--- config.mk ---
export PLATFORM = sky130hd
export DESIGN_NAME = terminal_line_discipline
export DESIGN_NICKNAME = d
export VERILOG_FILES = /design/src/rtl/tld_pkg.sv /design/src/rtl/terminal_line_discipline.sv /design/src/rtl/tld_line_mem.sv /design/src/rtl/tld_seq.sv
export SDC_FILE = /design/constraint.sdc
export NUM_CORES = 1
export LEC_CHECK = 0
export ABC_CLOCK_PERIOD_IN_PS = 2500
export BUFFER_PORTS_ARGS = -buffer_cell sky130_fd_sc_hd__clkbuf_2
export CELL_PAD_IN_SITES_DETAIL_PLACEMENT = 1
export CELL_PAD_IN_SITES_GLOBAL_PLACEMENT = 1
export CORE_ASPECT_RATIO = 1.25
export CORE_MARGIN = 2
export CORE_UTILIZATION = 47
export DETAILED_ROUTE_END_ITERATION = 8
export HOLD_SLACK_MARGIN = 0.15
export PLACE_DENSITY_LB_ADDON = 0.08
export SLEW_MARGIN = 20
export SYNTH_ARGS = -nofsm -noshare
export SYNTH_HDL_FRONTEND = slang
export SYNTH_SLANG_ARGS = --single-unit
--- constraint.sdc ---
create_clock -name clk -period 2.5 [get_ports clk]
set_input_delay 0.125 -clock clk [delete_from_list [all_inputs] [get_ports clk]]
set_output_delay 0.125 -clock clk [all_outputs]
set_load 0.01 [all_outputs]
--- src/rtl/tld_pkg.sv ---
package tld_pkg;

  // Widths fixed by the item format.
  localparam int BYTE_W     = 8;
  localparam int LEN_W      = 6;
  localparam int REG_IDX_W  = 3;
  localparam int LINE_MAX_DEF = 32;

  // Register indexes on the configuration port.
  localparam logic [REG_IDX_W-1:0] REG_BACKSPACE = 3'd0;
  localparam logic [REG_IDX_W-1:0] REG_CR        = 3'd1;
  localparam logic [REG_IDX_W-1:0] REG_NL        = 3'd2;
  localparam logic [REG_IDX_W-1:0] REG_IGNORE_CR = 3'd3;
  localparam logic [REG_IDX_W-1:0] REG_CR_IS_NL  = 3'd4;
  localparam logic [REG_IDX_W-1:0] REG_ADD_CR    = 3'd5;
  localparam logic [REG_IDX_W-1:0] REG_ECHO_MODE = 3'd6;
  localparam logic [REG_IDX_W-1:0] REG_MASK      = 3'd7;

  // Echo modes.
  localparam logic [1:0] ECHO_RAW  = 2'd1;
  localparam logic [1:0] ECHO_MASK = 2'd2;

  // Result destinations.
  localparam logic [1:0] DEST_TERM = 2'd0;
  localparam logic [1:0] DEST_LINE = 2'd1;
  localparam logic [1:0] DEST_EOL  = 2'd2;

  localparam logic [BYTE_W-1:0] NEWLINE_CHAR = 8'h0A;
  localparam logic [BYTE_W-1:0] PRINT_LO     = 8'h20;
  localparam logic [BYTE_W-1:0] PRINT_HI     = 8'h7E;

  typedef struct packed {
    logic [BYTE_W-1:0] backspace_char;
    logic [BYTE_W-1:0] cr_char;
    logic [BYTE_W-1:0] nl_char;
    logic              ignore_cr;
    logic              cr_is_newline;
    logic              add_cr_on_output;
    logic [1:0]        echo_mode;
    logic [BYTE_W-1:0] mask_char;
  } cfg_t;

  typedef enum logic [2:0] {
    ST_IDLE,
    ST_DECODE,
    ST_ECHO_CR,
    ST_ECHO,
    ST_EDIT,
    ST_REL_START,
    ST_REL_BYTE,
    ST_REL_END
  } state_t;

  typedef enum logic [1:0] {
    OP_NONE,
    OP_BS,
    OP_NL,
    OP_STORE
  } op_t;

endpackage

--- src/rtl/terminal_line_discipline.sv ---
// Terminal line discipline, canonical mode.
//
// The input channel (in_valid/in_ready) carries one byte per transfer: with
// command low it is a byte received from the terminal, with command high a
// byte from the host to be sent to the terminal. Each input transfer causes
// zero or more result transfers on the output channel (out_valid/out_ready):
// echo or host bytes for the terminal, stored line bytes for the host, and an
// end-of-line marker carrying the length. The last result of an item has
// last set. Registers are written through cfg_write/cfg_index/cfg_data,
// by the user only while the block is idle; the block does not enforce it.
//
// One item is handled at a time. An item is accepted and decoded; unless it
// is a dropped CR, any terminal bytes are then sent, the line is edited and
// any line release walks the stored bytes and ends with the end-of-line marker.
// The release rate of one byte a cycle while the receiver does not stall is
// set by the single read port of the line store.
//
// Reset restores the register defaults and empties the line; the contents of
// the line store are not cleared. When the receiver stalls the result stays
// in the output register and the sequencer waits; a new item may be taken as
// soon as the last result of the previous one sits in that register.
module terminal_line_discipline
  import tld_pkg::*;
#(
  parameter int LINE_MAX = LINE_MAX_DEF
) (
  input  logic                 clk,
  input  logic                 rst,
  input  logic                 cfg_write,
  input  logic [REG_IDX_W-1:0] cfg_index,
  input  logic [BYTE_W-1:0]    cfg_data,
  input  logic                 in_valid,
  output logic                 in_ready,
  input  logic                 command,
  input  logic [BYTE_W-1:0]    data_byte,
  output logic                 out_valid,
  input  logic                 out_ready,
  output logic [1:0]           destination,
  output logic [BYTE_W-1:0]    out_byte,
  output logic [LEN_W-1:0]     line_length,
  output logic                 line_full,
  output logic                 last
);

  // The store address needs at least one bit, even for a single-byte line.
  localparam int ADDR_W = (LINE_MAX > 1) ? $clog2(LINE_MAX) : 1;

  cfg_t              cfg;
  logic              mem_we, mem_re;
  logic [ADDR_W-1:0] mem_waddr, mem_raddr;
  logic [BYTE_W-1:0] mem_wdata, mem_rdata;

  // Register file. Writes to single-bit and two-bit registers keep only the
  // low bits of the data word.
  always_ff @(posedge clk) begin
    if (rst) begin
      cfg.backspace_char   <= 8'd8;
      cfg.cr_char          <= 8'd13;
      cfg.nl_char          <= 8'd10;
      cfg.ignore_cr        <= 1'b0;
      cfg.cr_is_newline    <= 1'b1;
      cfg.add_cr_on_output <= 1'b1;
      cfg.echo_mode        <= 2'd0;
      cfg.mask_char        <= 8'd42;
    end else if (cfg_write) begin
      case (cfg_index)
        REG_BACKSPACE: cfg.backspace_char   <= cfg_data;
        REG_CR:        cfg.cr_char          <= cfg_data;
        REG_NL:        cfg.nl_char          <= cfg_data;
        REG_IGNORE_CR: cfg.ignore_cr        <= cfg_data[0];
        REG_CR_IS_NL:  cfg.cr_is_newline    <= cfg_data[0];
        REG_ADD_CR:    cfg.add_cr_on_output <= cfg_data[0];
        REG_ECHO_MODE: cfg.echo_mode        <= cfg_data[1:0];
        REG_MASK:      cfg.mask_char        <= cfg_data;
        default: begin
        end
      endcase
    end
  end

  // Sequencer: decodes the item, emits terminal bytes and walks the line
  // store one byte a cycle on release while the receiver does not stall.
  tld_seq #(
    .LINE_MAX (LINE_MAX),
    .ADDR_W   (ADDR_W)
  ) u_seq (
    .clk         (clk),
    .rst         (rst),
    .cfg         (cfg),
    .in_valid    (in_valid),
    .in_ready    (in_ready),
    .command     (command),
    .data_byte   (data_byte),
    .out_valid   (out_valid),
    .out_ready   (out_ready),
    .destination (destination),
    .out_byte    (out_byte),
    .line_length (line_length),
    .line_full   (line_full),
    .last        (last),
    .mem_we      (mem_we),
    .mem_waddr   (mem_waddr),
    .mem_wdata   (mem_wdata),
    .mem_re      (mem_re),
    .mem_raddr   (mem_raddr),
    .mem_rdata   (mem_rdata)
  );

  // Line store with one write port and one registered read port.
  tld_line_mem #(
    .DEPTH  (LINE_MAX),
    .ADDR_W (ADDR_W)
  ) u_line_mem (
    .clk   (clk),
    .we    (mem_we),
    .waddr (mem_waddr),
    .wdata (mem_wdata),
    .re    (mem_re),
    .raddr (mem_raddr),
    .rdata (mem_rdata)
  );

endmodule

--- src/rtl/tld_line_mem.sv ---
module tld_line_mem
  import tld_pkg::*;
#(
  parameter int DEPTH  = LINE_MAX_DEF,
  parameter int ADDR_W = 5
) (
  input  logic              clk,
  input  logic              we,
  input  logic [ADDR_W-1:0] waddr,
  input  logic [BYTE_W-1:0] wdata,
  input  logic              re,
  input  logic [ADDR_W-1:0] raddr,
  output logic [BYTE_W-1:0] rdata
);

  logic [BYTE_W-1:0] mem [DEPTH];

  always_ff @(posedge clk) begin
    if (we) begin
      mem[waddr] <= wdata;
    end
  end

  always_ff @(posedge clk) begin
    if (re) begin
      rdata <= mem[raddr];
    end
  end

endmodule

--- src/rtl/tld_seq.sv ---
module tld_seq
  import tld_pkg::*;
#(
  parameter int LINE_MAX = LINE_MAX_DEF,
  parameter int ADDR_W   = 5
) (
  input  logic              clk,
  input  logic              rst,
  input  cfg_t              cfg,
  input  logic              in_valid,
  output logic              in_ready,
  input  logic              command,
  input  logic [BYTE_W-1:0] data_byte,
  output logic              out_valid,
  input  logic              out_ready,
  output logic [1:0]        destination,
  output logic [BYTE_W-1:0] out_byte,
  output logic [LEN_W-1:0]  line_length,
  output logic              line_full,
  output logic              last,
  output logic              mem_we,
  output logic [ADDR_W-1:0] mem_waddr,
  output logic [BYTE_W-1:0] mem_wdata,
  output logic              mem_re,
  output logic [ADDR_W-1:0] mem_raddr,
  input  logic [BYTE_W-1:0] mem_rdata
);

  localparam logic [LEN_W-1:0] LINE_LAST = LEN_W'(LINE_MAX - 1);
  localparam logic [LEN_W-1:0] LINE_TOP  = LEN_W'(LINE_MAX);

  state_t            state, state_next;
  logic              item_cmd;
  logic [BYTE_W-1:0] item_byte;
  logic [BYTE_W-1:0] term_byte;
  logic [BYTE_W-1:0] line_ch;
  op_t               op;
  logic              rel_pending;
  logic [LEN_W-1:0]  line_count;
  logic [LEN_W-1:0]  rel_idx;

  // Decode of the held item.
  logic              is_cr, drop, printable, dec_term_en, dec_rel;
  logic [BYTE_W-1:0] dec_ch, dec_term_byte;
  op_t               dec_op;

  logic              slot_free, idx_last, term_is_nl;
  logic              take_item, dec_load, out_load;
  logic              cnt_inc, cnt_dec, cnt_clr, idx_clr, idx_inc;
  logic [1:0]        destination_next;
  logic [BYTE_W-1:0] out_byte_next;
  logic [LEN_W-1:0]  line_length_next;
  logic              line_full_next, last_next;

  always_comb begin
    is_cr = (item_byte == cfg.cr_char);
    drop  = !item_cmd && is_cr && cfg.ignore_cr;
    if (!item_cmd && ((is_cr && cfg.cr_is_newline) || (!is_cr && item_byte == cfg.nl_char))) begin
      dec_ch = NEWLINE_CHAR;
    end else begin
      dec_ch = item_byte;
    end
    printable     = dec_ch inside {[PRINT_LO:PRINT_HI]};
    dec_term_en   = item_cmd || cfg.echo_mode == ECHO_RAW || cfg.echo_mode == ECHO_MASK;
    dec_term_byte = (!item_cmd && cfg.echo_mode == ECHO_MASK && printable) ?
                    cfg.mask_char : dec_ch;
    if (item_cmd) begin
      dec_op = OP_NONE;
    end else if (dec_ch == cfg.backspace_char) begin
      dec_op = OP_BS;
    end else if (dec_ch == NEWLINE_CHAR) begin
      dec_op = OP_NL;
    end else begin
      dec_op = OP_STORE;
    end
    dec_rel = (dec_op == OP_NL) || (dec_op == OP_STORE && line_count == LINE_LAST);
  end

  assign slot_free  = !out_valid || out_ready;
  assign idx_last   = (LEN_W'(rel_idx + LEN_W'(1)) == line_count);
  assign term_is_nl = (term_byte == NEWLINE_CHAR);

  always_comb begin
    state_next = state;
    case (state)
      ST_IDLE: begin
        if (in_valid) state_next = ST_DECODE;
      end
      ST_DECODE: begin
        if (drop) begin
          state_next = ST_IDLE;
        end else if (dec_term_en) begin
          state_next = (dec_term_byte == NEWLINE_CHAR && cfg.add_cr_on_output) ?
                       ST_ECHO_CR : ST_ECHO;
        end else begin
          state_next = ST_EDIT;
        end
      end
      ST_ECHO_CR: begin
        if (slot_free) state_next = ST_ECHO;
      end
      ST_ECHO: begin
        if (slot_free) state_next = ST_EDIT;
      end
      ST_EDIT: begin
        state_next = rel_pending ? ST_REL_START : ST_IDLE;
      end
      ST_REL_START: begin
        state_next = (line_count == '0) ? ST_REL_END : ST_REL_BYTE;
      end
      ST_REL_BYTE: begin
        if (slot_free && idx_last) state_next = ST_REL_END;
      end
      ST_REL_END: begin
        if (slot_free) state_next = ST_IDLE;
      end
      default: state_next = ST_IDLE;
    endcase
  end

  always_comb begin
    in_ready         = 1'b0;
    dec_load         = 1'b0;
    out_load         = 1'b0;
    cnt_inc          = 1'b0;
    cnt_dec          = 1'b0;
    cnt_clr          = 1'b0;
    idx_clr          = 1'b0;
    idx_inc          = 1'b0;
    mem_we           = 1'b0;
    mem_re           = 1'b0;
    mem_raddr        = '0;
    destination_next = DEST_TERM;
    out_byte_next    = '0;
    line_length_next = '0;
    line_full_next   = 1'b0;
    last_next        = 1'b0;
    case (state)
      ST_IDLE: begin
        in_ready = 1'b1;
      end
      ST_DECODE: begin
        dec_load = 1'b1;
      end
      ST_ECHO_CR: begin
        out_load      = slot_free;
        out_byte_next = cfg.cr_char;
      end
      ST_ECHO: begin
        out_load = slot_free;
        if (term_is_nl) begin
          out_byte_next = cfg.cr_is_newline ? cfg.cr_char : cfg.nl_char;
        end else begin
          out_byte_next = term_byte;
        end
        last_next = !rel_pending;
      end
      ST_EDIT: begin
        cnt_dec = (op == OP_BS) && (line_count != '0);
        cnt_inc = (op == OP_STORE);
        mem_we  = (op == OP_STORE);
      end
      ST_REL_START: begin
        idx_clr = 1'b1;
        mem_re  = 1'b1;
      end
      ST_REL_BYTE: begin
        out_load         = slot_free;
        idx_inc          = slot_free;
        mem_re           = slot_free && !idx_last;
        mem_raddr        = ADDR_W'(rel_idx + LEN_W'(1));
        destination_next = DEST_LINE;
        out_byte_next    = mem_rdata;
      end
      ST_REL_END: begin
        out_load         = slot_free;
        cnt_clr          = slot_free;
        destination_next = DEST_EOL;
        line_length_next = line_count;
        line_full_next   = (op == OP_STORE);
        last_next        = 1'b1;
      end
      default: begin
      end
    endcase
  end

  assign take_item = in_valid && in_ready;
  assign mem_waddr = line_count[ADDR_W-1:0];
  assign mem_wdata = line_ch;

  always_ff @(posedge clk) begin
    if (rst) begin
      state      <= ST_IDLE;
      line_count <= '0;
      out_valid  <= 1'b0;
    end else begin
      state <= state_next;
      if (cnt_clr) begin
        line_count <= '0;
      end else if (cnt_inc) begin
        line_count <= line_count + LEN_W'(1);
      end else if (cnt_dec) begin
        line_count <= line_count - LEN_W'(1);
      end
      if (out_load) begin
        out_valid <= 1'b1;
      end else if (out_ready) begin
        out_valid <= 1'b0;
      end
    end
  end

  always_ff @(posedge clk) begin
    if (take_item) begin
      item_cmd  <= command;
      item_byte <= data_byte;
    end
    if (dec_load) begin
      term_byte   <= dec_term_byte;
      line_ch     <= dec_ch;
      op          <= dec_op;
      rel_pending <= dec_rel;
    end
    if (idx_clr) begin
      rel_idx <= '0;
    end else if (idx_inc) begin
      rel_idx <= rel_idx + LEN_W'(1);
    end
    if (out_load) begin
      destination <= destination_next;
      out_byte    <= out_byte_next;
      line_length <= line_length_next;
      line_full   <= line_full_next;
      last        <= last_next;
    end
  end

`ifndef SYNTH
  a_count_idle: assert property (@(posedge clk) disable iff (rst)
    state == ST_IDLE |-> line_count < LINE_TOP)
    else $error("line count at or above capacity while idle");

  a_no_overwrite: assert property (@(posedge clk) disable iff (rst)
    out_load |-> (!out_valid || out_ready))
    else $error("result register loaded over an untaken result");

  a_rel_index: assert property (@(posedge clk) disable iff (rst)
    state == ST_REL_BYTE |-> rel_idx < line_count)
    else $error("release index beyond stored bytes");

  a_store_range: assert property (@(posedge clk) disable iff (rst)
    mem_we |-> line_count < LINE_TOP)
    else $error("line store written past its depth");

  a_eol_clears: assert property (@(posedge clk) disable iff (rst)
    (state == ST_REL_END && slot_free) |=> line_count == '0)
    else $error("line count not cleared after end of line");
`endif

endmodule

# Word-level counts from Yosys, hierarchy flattened
# Memories as Yosys holds them, arrays and structs flattened. A register that Yosys moved wholly into a read port is not among the register bits.
# Index checks and enable logic that the tools add are counted.
totals:
  regBits: 99
  wordCells: 140
  n_memories: 1
  ram_bits: 256
  output_inout_bits: 20
  in_bits: 25
classes:
  magnitude_cmp: 2
  eq_ne: 33
  reduce_logical: 41
  n_mux: 37
  n_addsub: 3
mem_list:
  columns: ["name", "depth", "width", "rd", "rd_ports_with_merged_regs", "write_ports", "line_no", "rtl"]
  rows:
  - ["u_line_mem.mem", 32, 8, 1, 1, 1, "tld_line_mem.sv:16", "logic [BYTE_W-1:0] mem [DEPTH];"]
op_table:
  columns: ["cell", "count"]
  rows:
  - ["two-way mux 8 bit", 4]
  - ["== test 3 bit, second input constant", 8]
  - ["== test 8 x 4 -> 1 bit, second input constant", 3]
  - ["== test 8 bit", 3]
  - ["two-way mux 3 bit", 8]
  - ["case mux 3 bit (8 select lines)", 1]
  - ["case mux 8 bit (3 select lines)", 1]
  - ["AND reduction 2 bit", 8]
  - ["two-way mux 1 bit", 15]
  - ["logical AND 1 bit", 14]
  - ["adder 6 x 1 -> 6 bit, second input constant", 2]
  - ["== test 3 x 2 -> 1 bit, second input constant", 4]
  - ["two-way mux 6 bit", 2]
  - ["== test 2 bit, second input constant", 4]
  - ["greater-or-equal comparator 8 x 6 -> 1 bit, second input constant", 1]
  - ["<= comparator 8 x 7 -> 1 bit, second input constant", 1]
  - ["inequality test 2 x 1 -> 1 bit, second input constant", 4]
  - ["== test 3 x 1 -> 1 bit, second input constant", 2]
  - ["== test 6 x 5 -> 1 bit, second input constant", 1]
  - ["== test 6 bit", 1]
  - ["logical NOT 3 bit", 2]
  - ["logical NOT 6 bit", 1]
  - ["nonzero test 6 bit", 1]
  - ["subtractor 6 x 1 -> 6 bit, second input constant", 1]
  - ["12 further kinds", 24]

# Logic depth before layout (Yosys ltp)
# Gate-level depths: netlist (run 1).
logic_depth:
  word_depth: 16
  mapped_depth: 13
  depth_no_buf: 11

# Cells and area by module
# From an unflattened synthesis (run 1), not the netlist that was laid out.
unflattened:
  cells_unflattened: 941
  hier_area_um2: 15592.5
by_module_without_submodules:
  columns: ["module", "cells_per_inst", "area_per_inst_um2", "seq_area_each_um2", "instances"]
  rows:
  - ["tld_line_mem", 417, 10133.5, 7927.6, 1]
  - ["tld_seq", 378, 3907.5, 1701.6, 1]
  - ["terminal_line_discipline", 146, 1551.5, 740.7, 1]

# Worst setup path before layout (run 1)
# Ideal clock, no wire load.
synth_path:
  path_type: "register to register"
  startpoint: "register u_seq.state[1]"
  endpoint: "register u_seq.line_count[5]"
  path_slack_ns: 0.009
  stages_incl_launch_ff: 14
  setup_time_ns: 0.070
  arrival_ns: 2.422
  period_less_slack_ns: 2.491
  path_cell_list: "dfxtp_1 > buf_2 > nor2_1 > and3_1 > clkbuf_1 > nand2_1 > ha_1 > a21o_1 > a21oi_1 > o21bai_1 > a21oi_1 > mux2i_1 > or3_1 > a21oi_1"
synth_via:
  elab_chain_cells: 3
  elab_cells_between_ends: 8
  cone_classes: "eq/ne: 2; mux: 4; reduce/logical: 2"
synth_rtl:
  columns: ["item", "line_no", "rtl"]
  rows:
  - ["start, declared", "tld_seq.sv:32", "state_t state, state_next;"]
  - ["start signal, assigned", "tld_seq.sv:198", "state <= state_next;"]
  - ["== test 3 bit", "tld_seq.sv:138", "case (state)"]
  - ["two-way mux 1 bit", "tld_seq.sv:138", null]
  - ["two-way mux 6 bit (tied with other cells)", "tld_seq.sv:201", "end else if (cnt_inc) begin"]
  - ["end signal, assigned", "tld_seq.sv:202", "line_count <= line_count + LEN_W'(1);"]
  - ["end signal, assigned", "tld_seq.sv:204", "line_count <= line_count - LEN_W'(1);"]
  - ["end, declared", "tld_seq.sv:39", "logic [LEN_W-1:0] line_count;"]
# Parallel ways exist; a longest one is shown, timed or not.
# A chain may end at the register's enable or synchronous reset.

# Worst setup path in the final report (run 1)
layout_path:
  startpoint: "register u_seq.item_byte[4]"
  endpoint: "register u_seq.term_byte[1] (data pin)"
layout_via:
  elab_chain_cells: 10
  elab_cells_between_ends: 13
  cone_classes: "order compare: 2; eq/ne: 2; mux: 2; reduce/logical: 7"
layout_rtl:
  columns: ["item", "line_no", "rtl"]
  rows:
  - ["start, declared", "tld_seq.sv:34", "logic [BYTE_W-1:0] item_byte;"]
  - ["start signal, assigned", "tld_seq.sv:217", "item_byte <= data_byte;"]
  - ["== test 8 bit", "tld_seq.sv:56", "is_cr = (item_byte == cfg.cr_char);"]
  - ["logical NOT 1 bit", "tld_seq.sv:58", "if (!item_cmd && ((is_cr && cfg.cr_is_newline) || (!is_cr && item_byte == cfg.nl_char))) begin"]
  - ["logical AND 1 bit", "tld_seq.sv:58", null]
  - ["logical OR 1 bit", "tld_seq.sv:58", null]
  - ["logical AND 1 bit", "tld_seq.sv:58", null]
  - ["two-way mux 8 bit (*)", "tld_seq.sv:58", null]
  - ["greater-or-equal comparator 8 x 6 -> 1 bit or <= comparator 8 x 7 -> 1 bit (tied branches)", "tld_seq.sv:63", "printable = dec_ch inside {[PRINT_LO:PRINT_HI]};"]
  - ["logical AND 1 bit", "tld_seq.sv:63", null]
  - ["logical AND 1 bit", "tld_seq.sv:65", "dec_term_byte = (!item_cmd && cfg.echo_mode == ECHO_MASK && printable) ?"]
  - ["two-way mux 8 bit (*)", "tld_seq.sv:65", null]
  - ["net u_seq.dec_term_byte[1]", "tld_seq.sv:44", "logic [BYTE_W-1:0] dec_ch, dec_term_byte;"]
  - ["end signal, assigned", "tld_seq.sv:220", "term_byte <= dec_term_byte;"]
  - ["end, declared", "tld_seq.sv:35", "logic [BYTE_W-1:0] term_byte;"]
# Mark *: on every way through the listed nets, which the timed path passes. The rest lies on a longest branch.

==> flow_metrics.env, run 1 <==
export IMPL_antenna_found_initial=0
export IMPL_place_inst=1650
export IMPL_synth_top_cell_area_share_pct=60.0
export IMPL_antenna_cells=0
export IMPL_critPathArrivalTime_ns=2.71
export IMPL_synthArstFlopShare_pct=0
export IMPL_finalPower_mw=15.9
export IMPL_grt_pass1_wl_um=67000
export IMPL_crit_path_cell_trace="xor2_1 -> nor4_4 -> a211o_2 -> a21oi_4 -> or3b_4 -> mux2_4"
export IMPL_ys_warnings_count=0
export IMPL_finalSetupViolCount=0
export IMPL_worst_path_max_fanout=5
export IMPL_path_buf_inv=0
export IMPL_p_leak_nw=6.49
export IMPL_die_h_um=207
export IMPL_wire_per_inst_um=25.3
export IMPL_period_needed_ns=2.44
export IMPL_path_delay_family="simple AND/OR/NAND/NOR gates"
export IMPL_grt_pass1_vias=10700
export IMPL_cts_tree="yes"
export IMPL_die_area_mm2=0.0345
export IMPL_final_hold_violation_count=0
export IMPL_synthDistinctLibCells=67
export IMPL_ir_drop_mv=0.688
export IMPL_required_ns=2.77
export IMPL_dpl_cell_area_mm2=0.0170
export IMPL_status="complete, no violations"
export IMPL_gp_congestion=0.821
export IMPL_grt_max_degree=47
export IMPL_core_mm2=0.0326
export IMPL_fin_worst_skew_ns=0.0144
export IMPL_synth_enable_flop_cells=310
export IMPL_yosysSeqAreaShare_pct=66.9
export IMPL_io_pins=45
export IMPL_yosys_top_cells_area="edfxtp_1 60%, dfxtp_1 6.8%, mux4_2 4.6%"
export IMPL_relSlewSlack_pct=42.2
export IMPL_viasPerCell=5.77
export IMPL_first_iter_violations=617
export IMPL_syn_to_final_growth_pct=20.2
export IMPL_fmax_ghz=0.410
export IMPL_root_buffer="clkbuf_16"
export IMPL_grt_overflow=0
export IMPL_htree_levels=2
export IMPL_synth_avg_cell_area_um2=13.7
export IMPL_max_stage_delay_ns=0.48
export IMPL_ant_nets=0
export IMPL_grt_usage_pct=25.9
export IMPL_clk_path_buf_depth=3
export IMPL_clock_sinks=363
export IMPL_floorplan_initialDensity_pct=47.6
export IMPL_critPathLaunchType="register"
export IMPL_crit_type="reg -> reg"
export IMPL_drv_slew=0
export IMPL_synth_seq_cells=363
export IMPL_drc=0
export IMPL_maxCapViolations=0
export IMPL_powerDensity_mw_per_mm2=853
export IMPL_critPathSlowestCell="edfxtp_1"
export IMPL_cts_buffers=37
export IMPL_tns_ns=0
export IMPL_finalWirelength_um=44400
export IMPL_placementRows=74
export IMPL_dp_hpwl_um=30500
export IMPL_vias=10100
export IMPL_dr_pass1_iters=5
export IMPL_synth_largest_area_cell="edfxtp_1"
export IMPL_path_clk_slew_ns=0.06
export IMPL_synthCells=1131
export IMPL_fin_nets=1336
export IMPL_io_buffers=44
export IMPL_min_path_type="in -> reg"
export IMPL_syn_nets=1162
export IMPL_instances_no_fill=1750
export IMPL_fin_area_mm2=0.0186
export IMPL_nFillCells=3203
export IMPL_tightest_slew_ns=0.861
export IMPL_period_share_pct=97.6
export IMPL_clock_latency_ns=0.53
export IMPL_syn_area_mm2=0.0155
export IMPL_die_x_um=166
export IMPL_end_kind="register"
export IMPL_rsz0062_at_grt="true"
export IMPL_synth_main_ff_cell="edfxtp_1"
export IMPL_drive_gt1_share_pct=23.7
==> sequential cells by signal (all words and copies together) (netlist names) <==
signal	count
u_seq.out_valid	1
u_seq.line_full	1
u_seq.item_cmd	1
u_seq.op	2
u_seq.state	3
u_seq.term_byte	8
u_line_mem.rdata	8
u_seq.rel_pending	1
u_seq.last	1
u_seq.line_length	6
u_seq.item_byte	8
u_line_mem.mem	256
cfg	37
u_seq.mem_wdata	8
u_seq.destination	2
u_seq.line_count	6
u_seq.out_byte	8
u_seq.rel_idx	6
==> cell usage in the layout (no fill, tap or decap), types with 9 or more instances in the layout <==
master,instances
edfxtp_1,310
buf_4,120
nand2_1,111
nor2_1,87
a21oi_1,62
dfxtp_1,51
clkbuf_2,44
clkbuf_16,40
o21ai_0,36
mux2i_1,36
mux4_2,32
dlygate4sd3_1,28
o22ai_1,24
or3_1,23
xor2_1,20
nor2b_1,17
a31oi_1,16
and2_1,16
xnor2_1,16
o211ai_1,15
nand3b_1,14
nor3_1,14
nand3_1,13
clkbuf_1,10
inv_1,9
==> cells in the mapped netlist (3+ instances only) <==
master    number
a211oi_1      10
a21o_1         8
a21oi_1       65
a31oi_1       16
and2_0         5
and2_1        16
and3_1         7
buf_1          3
buf_2         16
buf_4          5
buf_6          4
clkbuf_1      43
dfxtp_1       53
edfxtp_1     310
ha_1           5
inv_1         10
mux2_2         7
mux2_4         5
mux2i_1       36
mux4_2        32
nand2_1      112
nand2b_1       8
nand3_1       14
nand3b_1      14
nand4_1        8
nor2_1        90
nor2b_1       17
nor3_1        14
nor4_1         5
o211ai_1      15
o21ai_0       39
o221ai_1       6
o22ai_1       25
o311ai_0       4
or2_2          3
or3_1         23
xnor2_1       17
xor2_1        21
xor2_2         4
==> through the flow <==
stage / util, % / hold WS (ns) / setup WS, ns
CTS: 56.6 / 0.284 / -0.00353
global route: 57.2 / 0.297 / -0.00353
floorplan: - / 0.224 / 0.00865
detailed placement: 52.1 / 0.306 / -0.0542
finish: 57.2 / 0.307 / 0.0599
global placement: 52.1 / 0.306 / -0.0691
==> per-layer routing <==
metal  track usage [%]  share of wire [%]
met5                 0                  0
met4              12.0                4.8
met3              3.80                4.1
met2              46.4                 53
met1              30.6                 39
==> area by class of cell <==
type	count	area (µm²)	area share, %
Tap cell	418	523	2.81
Clock buffer	50	1030	5.51
Timing Repair Buffer	207	1660	8.93
Clock inverter	16	126	0.678
Inverter	10	37.5	0.201
Sequential cell	363	10400	55.6
Multi-Input combinational cell	686	4890	26.2
==> cell families (layout without fill, tap and decap cells) <==
family                   Yosys count  count (layout)  synth area share, %
AND/OR/NAND/NOR                  349             349                 11.1
AO/OA/AOI/OAI                    207             207                 8.23
flip-flops                       363             363                 66.9
adder cells (fa/ha/maj)            6               6                0.533
XOR/XNOR                          44              44                 2.85
buffers and inverters             82             283                 2.44
multiplexers                      80              80                 7.97
==> worst register-to-register path, cell delays in order (launching register included) <==
cell,delay (ns)
edfxtp_1,0.48
xor2_1,0.21
nor4_4,0.36
a211o_2,0.26
a21oi_4,0.09
or3b_4,0.46
mux2_4,0.32
==> power by group <==
group | internal, mW | total [mW] | leakage, nW | switching, mW
sequential | 6.97 | 7.14 | 3.23 | 0.174
combinational | 1.38 | 3.39 | 2.69 | 2.01
clock | 3.09 | 5.38 | 0.569 | 2.29
total | 11.4 | 15.9 | 6.49 | 4.47
==> worst paths after layout <==
kind | startpoint | to | slack [ns] | cells past startpoint
setup / recovery | u_seq.item_byte[4] | u_seq.term_byte[1] | 0.06 | 6
hold / removal | data_byte[2] | u_seq.item_byte[2] | 0.31 | 2
setup reg to reg | u_seq.item_byte[4] | u_seq.term_byte[1] | 0.06 | 6
hold reg to reg | cfg[6] | cfg[6] | 0.47 | 2
==> timing repair <==
item                                   CTS  global route
gates cloned                             0             1
pin swaps                                0             3
endpoints found under the hold margin   49             0
hold buffers                            28             0
buffers inserted                         2             1
setup endpoints to repair               13            21
resized for setup                        6            31
No activity file was read; power rests on OpenSTA's default activity.
==> inputs of run 2 (changes only) <==
CELL_PAD_IN_SITES_DETAIL_PLACEMENT = default   (was 1)
CELL_PAD_IN_SITES_GLOBAL_PLACEMENT = default   (was 1)
CORE_UTILIZATION = 55   (was 47)
RECOVER_POWER = 50   (was default)
==> flow_metrics.env, run 2 (synthesis results as in run 1) <==
export IMPL_met2_length_um=19100
export IMPL_cts_tree="yes"
export IMPL_gp_congestion=0.903
export IMPL_drc=0
export IMPL_required_ns=2.78
export IMPL_seqPwrFrac_pct=46.0
export IMPL_path_buf_inv=3
export IMPL_max_stage_delay_ns=0.48
export IMPL_antenna_cells=0
export IMPL_grt_max_degree=47
export IMPL_path_clk_slew_ns=0.07
export IMPL_fmax_ghz=0.414
export IMPL_critPathLaunchType="register"
export IMPL_final_common_cell="edfxtp_1"
export IMPL_fin_area_mm2=0.0184
export IMPL_largest_reg_flops=256
export IMPL_grt_usage_pct=26.6
export IMPL_core_mm2=0.0277
export IMPL_htree_levels=2
export IMPL_relSlewSlack_pct=-12.3
export IMPL_tightest_slew_ns=1.68
export IMPL_syn_to_final_growth_pct=18.5
export IMPL_wl_met3_um=2360
export IMPL_period_needed_ns=2.42
export IMPL_path_delay_family="compound AO/OA/AOI/OAI gates"
export IMPL_swShare_pct=28.0
export IMPL_grt_pass1_wl_um=58500
export IMPL_wire_per_inst_um=23.0
export IMPL_ant_nets=0
export IMPL_io_buffers=44
export IMPL_fin_util_pct=66.5
export IMPL_dr_max_layer_used="met5"
export IMPL_failed_checks="max-capacitance violations, max-slew violations"
export IMPL_grt_pass1_vias=9927
export IMPL_reg_top3="u_line_mem.mem: 256 flops, cfg: 37 flops"
export IMPL_io_pins=45
export IMPL_clock_latency_ns=0.53
export IMPL_dr_pass1_iters=5
export IMPL_fin_nets=1326
export IMPL_powerDensity_mw_per_mm2=843
export IMPL_finalSetupViolCount=0
export IMPL_finalWirelength_um=38500
export IMPL_m1WireLength_um=15400
export IMPL_maxCapViolations=4
export IMPL_die_h_um=192
export IMPL_layout_common_cells="310 x edfxtp_1, 111 x nand2_1, 107 x buf_4"
export IMPL_first_iter_violations=720
export IMPL_root_buffer="clkbuf_16"
export IMPL_finalPower_mw=15.5
export IMPL_viasPerCell=5.97
export IMPL_drv_slew=132
export IMPL_grt_overflow=0
export IMPL_period_share_pct=96.6
export IMPL_crit_path_cell_trace="buf_8 -> inv_1 -> nand2_4 -> buf_12 -> mux4_2 -> nor2b_1 -> a211o_1 -> a21oi_1 -> a31oi_1"
export IMPL_crit_type="reg -> reg"
export IMPL_floorplan_initialDensity_pct=56.1
export IMPL_p_leak_nw=6.40
export IMPL_switching_power_mw=4.34
export IMPL_status="complete, but fails checks"
export IMPL_regMostFlops="u_line_mem.mem"
export IMPL_worst_path_max_fanout=22
export IMPL_end_kind="register"
export IMPL_final_hold_violation_count=0
export IMPL_placementRows=68
export IMPL_dpl_cell_area_mm2=0.0168
export IMPL_critPathArrivalTime_ns=2.70
export IMPL_clk_path_buf_depth=3
export IMPL_cts_buffers=36
export IMPL_die_area_mm2=0.0296
export IMPL_rsz0062_at_grt="true"
export IMPL_min_path_type="in -> reg"
export IMPL_vias=9976
export IMPL_antenna_found_initial=1
export IMPL_fin_worst_skew_ns=0.0204
export IMPL_cell_internal_pwr_mw=11.2
export IMPL_critPathSlowestCell="mux4_2"
export IMPL_drive_gt1_share_pct=22.6
export IMPL_clock_sinks=363
export IMPL_ir_drop_mv=0.673
export IMPL_pwr_share_comb_pct=21.2
export IMPL_die_x_um=154
export IMPL_power_frac_clock_pct=32.8
export IMPL_dp_hpwl_um=25700
-- run 2: cell types whose count changed in the layout (fill, tap and decap cells not counted), sizes merged --
cell	before	now
buf	134	120
bufinv	2	1
clkbuf	95	92
clkinv	13	20
clkinvlp	0	1
dlygate4sd3	28	26
inv	11	13
-- run 2: final timing paths --
| kind | startpoint | endpoint | slack (ns) | cells after the start |
|---|---|---|---|---|
| worst min-delay path | rst | cfg[9] | 0.30 | 2 |
| worst min register to register | cfg[6] | cfg[6] | 0.48 | 2 |
| worst max register to register | u_seq.rel_idx[0] | u_line_mem.rdata[7] | 0.08 | 9 |
| worst max-delay path | u_seq.rel_idx[0] | u_line_mem.rdata[7] | 0.08 | 9 |
-- run 2: power groups by stage --
stage / Sequential [mW] / Combinational (mW) / Clock (mW)
6_report: 7.12 / 3.29 / 5.09
5_1_grt: 7.14 / 3.54 / 5.38
4_1_cts: 7.11 / 3.19 / 5.14
3_5_place_dp: 7.23 / 3.14 / 0
3_3_place_gp: 7.23 / 3.12 / 0
2_1_floorplan: 7.28 / 1.85 / 0
-- run 2: cell type report --
cell class	instances	area (µm²)
flip-flops and latches	363	10400
fillers	2020	9280
clock buffers	40	947
inverters	10	37.5
repair buffers	198	1550
clock inverters	25	153
well taps	350	438
multi-input cells	686	4880
-- run 2: layer usage --
layer  vias up  global-route usage (%)
li1       4592                       -
met1      4920                    35.0
met2       373                    44.5
met3        89                    4.02
met4         2                    11.7
met5         -                       0
-- run 2: timing repair --
action / 4_1_cts / 5_1_grt
gates cloned: 0 / 2
endpoints found under the setup margin: 8 / 17
endpoints found under the hold margin: 49 / 0
hold buffers: 26 / 0
resized for setup: 5 / 31
buffers inserted: 1 / 4
pin swaps: 0 / 4
-- run 2: metrics by stage --
step	setup WS (ns)	instances	hold WS (ns)	setup TNS, ns
2_1_floorplan	0.00865	1131	0.224	0
3_3_place_gp	-0.149	1574	0.303	-0.503
3_5_place_dp	-0.178	1574	0.304	-0.907
4_1_cts	0.00125	1666	0.293	0
5_1_grt	-0.0422	1672	0.322	-0.0448
6_report	0.0846	1672	0.300	0
